$ cat config.mk
export PLATFORM = sky130hd
export DESIGN_NAME = bti_ram
export DESIGN_NICKNAME = d
export VERILOG_FILES = /design/src/rtl/bti_ram.sv
export SDC_FILE = /design/constraint.sdc
export NUM_CORES = 2
export LEC_CHECK = 0
export BUFFER_PORTS_ARGS = -buffer_cell sky130_fd_sc_hd__buf_2
export CORE_MARGIN = 8
export CORE_UTILIZATION = 57
export DETAILED_ROUTE_END_ITERATION = 10
export HOLD_SLACK_MARGIN = 0.12
export MAX_ROUTING_LAYER = met4
export PLACE_DENSITY_LB_ADDON = 0.1
export SLEW_MARGIN = 20
export SYNTH_ARGS = -nofsm -noshare
export SYNTH_HDL_FRONTEND = slang
export SYNTH_SLANG_ARGS = --single-unit
$ cat constraint.sdc
create_clock -name clk -period 2.2 [get_ports clk]
set_clock_uncertainty 0.05 [all_clocks]
set_input_delay 0.33 -clock clk [delete_from_list [all_inputs] [get_ports clk]]
set_output_delay 0.33 -clock clk [all_outputs]
set_load 0.01 [all_outputs]
$ cat src/rtl/bti_ram.sv
// Generic simple dual-port RAM with registered read data.
module bti_ram #(
  parameter int WIDTH = 8,
  parameter int DEPTH = 256
) (
  input  logic                     clk,
  input  logic                     we,
  input  logic [$clog2(DEPTH)-1:0] waddr,
  input  logic [WIDTH-1:0]         wdata,
  input  logic [$clog2(DEPTH)-1:0] raddr,
  output logic [WIDTH-1:0]         rdata
);

  logic [WIDTH-1:0] mem [DEPTH];

  always_ff @(posedge clk) begin
    if (we) begin
      mem[waddr] <= wdata;
    end
    rdata <= mem[raddr];
  end

endmodule
Yosys cells after proc, flatten, opt, wreduce, memory -nomap -nowiden. Memories as Yosys holds them, arrays and structs flattened. A register that Yosys moved wholly into a read port is not among the register bits. Cells that the tools add are included.

Multiplexer cells: 2.

Operators by type and width (count): $mux W1 (2).

Flip-flop bits (word level): 0. Bits in writable memories: 2048. Input bits: 26. Output and inout port bits: 8. Logic and storage cells: 3. Memories: 1.

Memory list: mem (depth 256, width 8, read ports 1, clocked after memory_dff 1, wr ports 1, RTL line 14) `logic [WIDTH-1:0] mem [DEPTH];`.

Depth between registers and ports, before layout.
Word-level depth: 2. Depth in mapped cells: 11. Depth with buffers taken out: 6.

Worst setup path after synthesis. No wires, ideal clock.

Kind: input-to-reg. Start: input port raddr[0]. End: register rdata[2] (read register of mem). Library setup time: 0.131 ns. Arrival: 2.137 ns. Data required time: 2.019 ns. Path slack: -0.118 ns. Stages: 9. Path buffers: 4. Cells stage by stage: buf_6 > buf_12 > buf_8 > buf_2 > mux4_2 > a22oi_1 > a21oi_1 > nor4_1 > nor4_2.

RTL lines: from (decl) (RTL line 10) `input logic [$clog2(DEPTH)-1:0] raddr,`; to (decl) (RTL line 11) `output logic [WIDTH-1:0] rdata`.

==> flow_summary.ini <==
[synth]
ys_ff_latch = 2056
synth-main-ff-cell = edfxtp_1
seq_area_frac_synth_pct = 77.5
synth.cell_area_um2 = 79600
syn_nets = 3759
yosysWarningCount = 0
syn_area_per_cell_um2 = 21.3
synth-edff-count = 2048
synth_cell_types = 55
syn-instance-count = 3733
ys_async_sr_fraction_pct = 0

[floorplanning]
die_x_um = 390
io_pins = 34
start_util_pct = 57.2
rows = 137
die_y_um = 390
core_um2 = 139000
die_area_um2 = 152000

[clocking]
cts_root_buf = clkbuf_16
cts_max_level = 4
worstSkewPairLatency_ns = 0.83
clk_pin_slew_ns = 0.06
cts_tree = yes
clock-sinks = 2056
numCtsBuffers = 198
clock_tree.buffer_depth = 3

[power]
p_int_uw = 63800
clkPwrFrac_pct = 40.7
switching_share_pct = 21.3
ir_drop_uv = 928
comb_power_share_pct = 5.9
powerDensity_nw_per_um2 = 858
p_seq_share_pct = 53.3
p_leak_uw = 0.0308
switching_power_uw = 17200

[placed_design]
dp_slack_ns = -1.17
placed_cells = 6160
place_congestion = 0.930
hpwl_um = 134000
placed_area_um2 = 87500
portBuffers = 33

[route]
viasPerCell = 6.37
first_pass_iters = 6
drt-initial-drc-count = 5292
drc = 0
drt-total-wl_um = 204000
wl_per_cell_um = 31.2
vias = 41633
antenna_left = 0

[timing]
hold_viol_final = 0
hold_ws_ns = 0.193
maxSlewHeadroom_pct = 50.0
setup_ws_ns = -0.0808
fin_crit_ns = 2.28
min_period_over_period_pct = 104
drv_slew = 0
max_freq_ghz = 0.438
tightestPinTransition_ns = 0.750
grt_setup_unrepaired = true
setup_viol = 7
finalSetupTns_ns = -0.293

[min_path]
hold_path.class = in2reg

[worst_setup_path]
critPathCaptureType = register
regToRegSetupSlack_ns = -0.08
cp_common_cell = buf_4
critical_path.slowest_cell = a2111oi_1
crit_path_cell_trace = mux4_2 > o22a_1 > o21ai_0 > buf_4 > a2111oi_1 > buf_4 > nor3_2 > buf_4 > nor4_2
setup.worst_path.start_class = register
cp.arrival_ns = 2.97
max_stage_delay_ns = 0.49
critical_path.max_fanout = 1
worstPathRequired_ns = 2.89
critical_path_class = reg2reg

[finish]
fill_cells = 8775
stdcell_area_um2 = 94400
syn2layout_area_growth_pct = 18.7
regArea_um2 = 61700
multi_input_area_um2 = 17000
nets = 4518
final_common_cell = edfxtp_1
stdcell_count = 6536
final_cell_mix = 2048 x edfxtp_1, 651 x buf_4, 454 x mux4_2, 273 x nor2_1, 200 x clkbuf_16
final_layout_size_suffix_gt1_share_pct = 34.2

[grt]
track_usage_pct = 27.6
grt_pass1_wl_um = 295000
grt_pass1_vias = 42634
grt_max_degree = 85
antenna_found_initial = 15
grt.overflow.total = 0

[outcome]
run_status = finished with violations
violations = setup timing

[flow_run]
drv_cap = 0
-- sequential cells by signal, indices dropped and copies added, names as in the netlist --
register / cells
rdata: 8
mem: 2048
-- repair_timing --
action	4_1_cts	5_1_grt
endpoints found under the setup margin	8	9
hold endpoints to repair	486	0
setup buffers	0	0
resized for setup	54	42
hold buffers	13	0
pin swaps	12	30
-- metal layers --
layer | up-vias | wire, µm | global-route usage, % | share of wire, %
met1 | 21907 | 79700 | 38.2 | 39
met4 | 0 | 7010 | 8.86 | 3.4
met5 | - | 0 | - | 0
met3 | 378 | 18800 | 4.97 | 9.2
li1 | 17239 | - | - | -
met2 | 2109 | 98400 | 42.4 | 48
-- synthesized netlist by cell type, types with 4 or more instances --
cell type,n,area (µm²)
nand3_1,34,170
clkbuf_1,111,417
o211ai_1,10,75.1
buf_12,8,160
nor2b_1,31,194
a22o_1,8,70.1
o22ai_1,28,175
buf_2,31,155
buf_8,13,195
nor4_1,24,150
o32ai_1,4,35.0
nand2b_1,8,50.1
buf_4,27,203
nor3_1,22,110
buf_6,21,236
or2_2,4,25.0
mux4_2,454,10200
a22oi_1,133,998
edfxtp_1,2048,61500
a211oi_1,16,120
nand4_1,10,62.6
o221ai_1,46,403
buf_1,22,82.6
nand2_1,33,124
o21ai_0,10,50.1
and2_1,6,37.5
a21oi_1,96,480
a221oi_1,13,114
dfxtp_1,8,160
mux2i_1,134,1340
nor2_1,282,1060
o22a_1,5,43.8
-- critical path, delay by kind of cell, from the launching register on --
kind	cells	cell delay (ns)
buf+inv	3	0.56
simple gates	2	0.27
mux	1	0.25
flops	1	0.32
compound gates	3	0.73
-- through the flow --
step                utilization [%]  power (µW)
finish                         67.9       81100
global route                   67.9       83100
CTS                            67.8       81400
detailed placement             63.0       48700
global placement               63.0       48600
floorplan                         -       46200
-- cell type report --
class,count,share of cell area (%)
clock buffers,241,5.46
repair buffers,792,7.54
well taps,1876,2.49
flip-flops and latches,2056,65.3
multi-input cells,1442,18.0
inverters,2,0.00795
diodes,10,0.0265
clock inverters,117,1.19
-- power groups by stage --
stage	logic, µW	clock network, µW	registers [µW]
final	4790	33000	43200
after global routing	5010	34900	43200
after CTS	4730	33400	43200
after detailed placement	4610	0	44100
after global placement	4510	0	44100
after floorplan	2150	0	44100
-- worst paths after layout --
kind               start          end  cells after the start
max          mem[173][0]     rdata[0]                      9
min             waddr[0]  mem[203][6]                      4
max reg2reg  mem[173][0]     rdata[0]                      9
min reg2reg  mem[102][7]     rdata[7]                      5
-- logic make-up after synthesis --
kind of cell | after synthesis | synth area share [%]
buf+inv | 235 | 1.83
compound gates | 385 | 3.42
mux | 591 | 14.6
simple gates | 466 | 2.63
flops | 2056 | 77.5
Power figures use the tool's default switching activity.
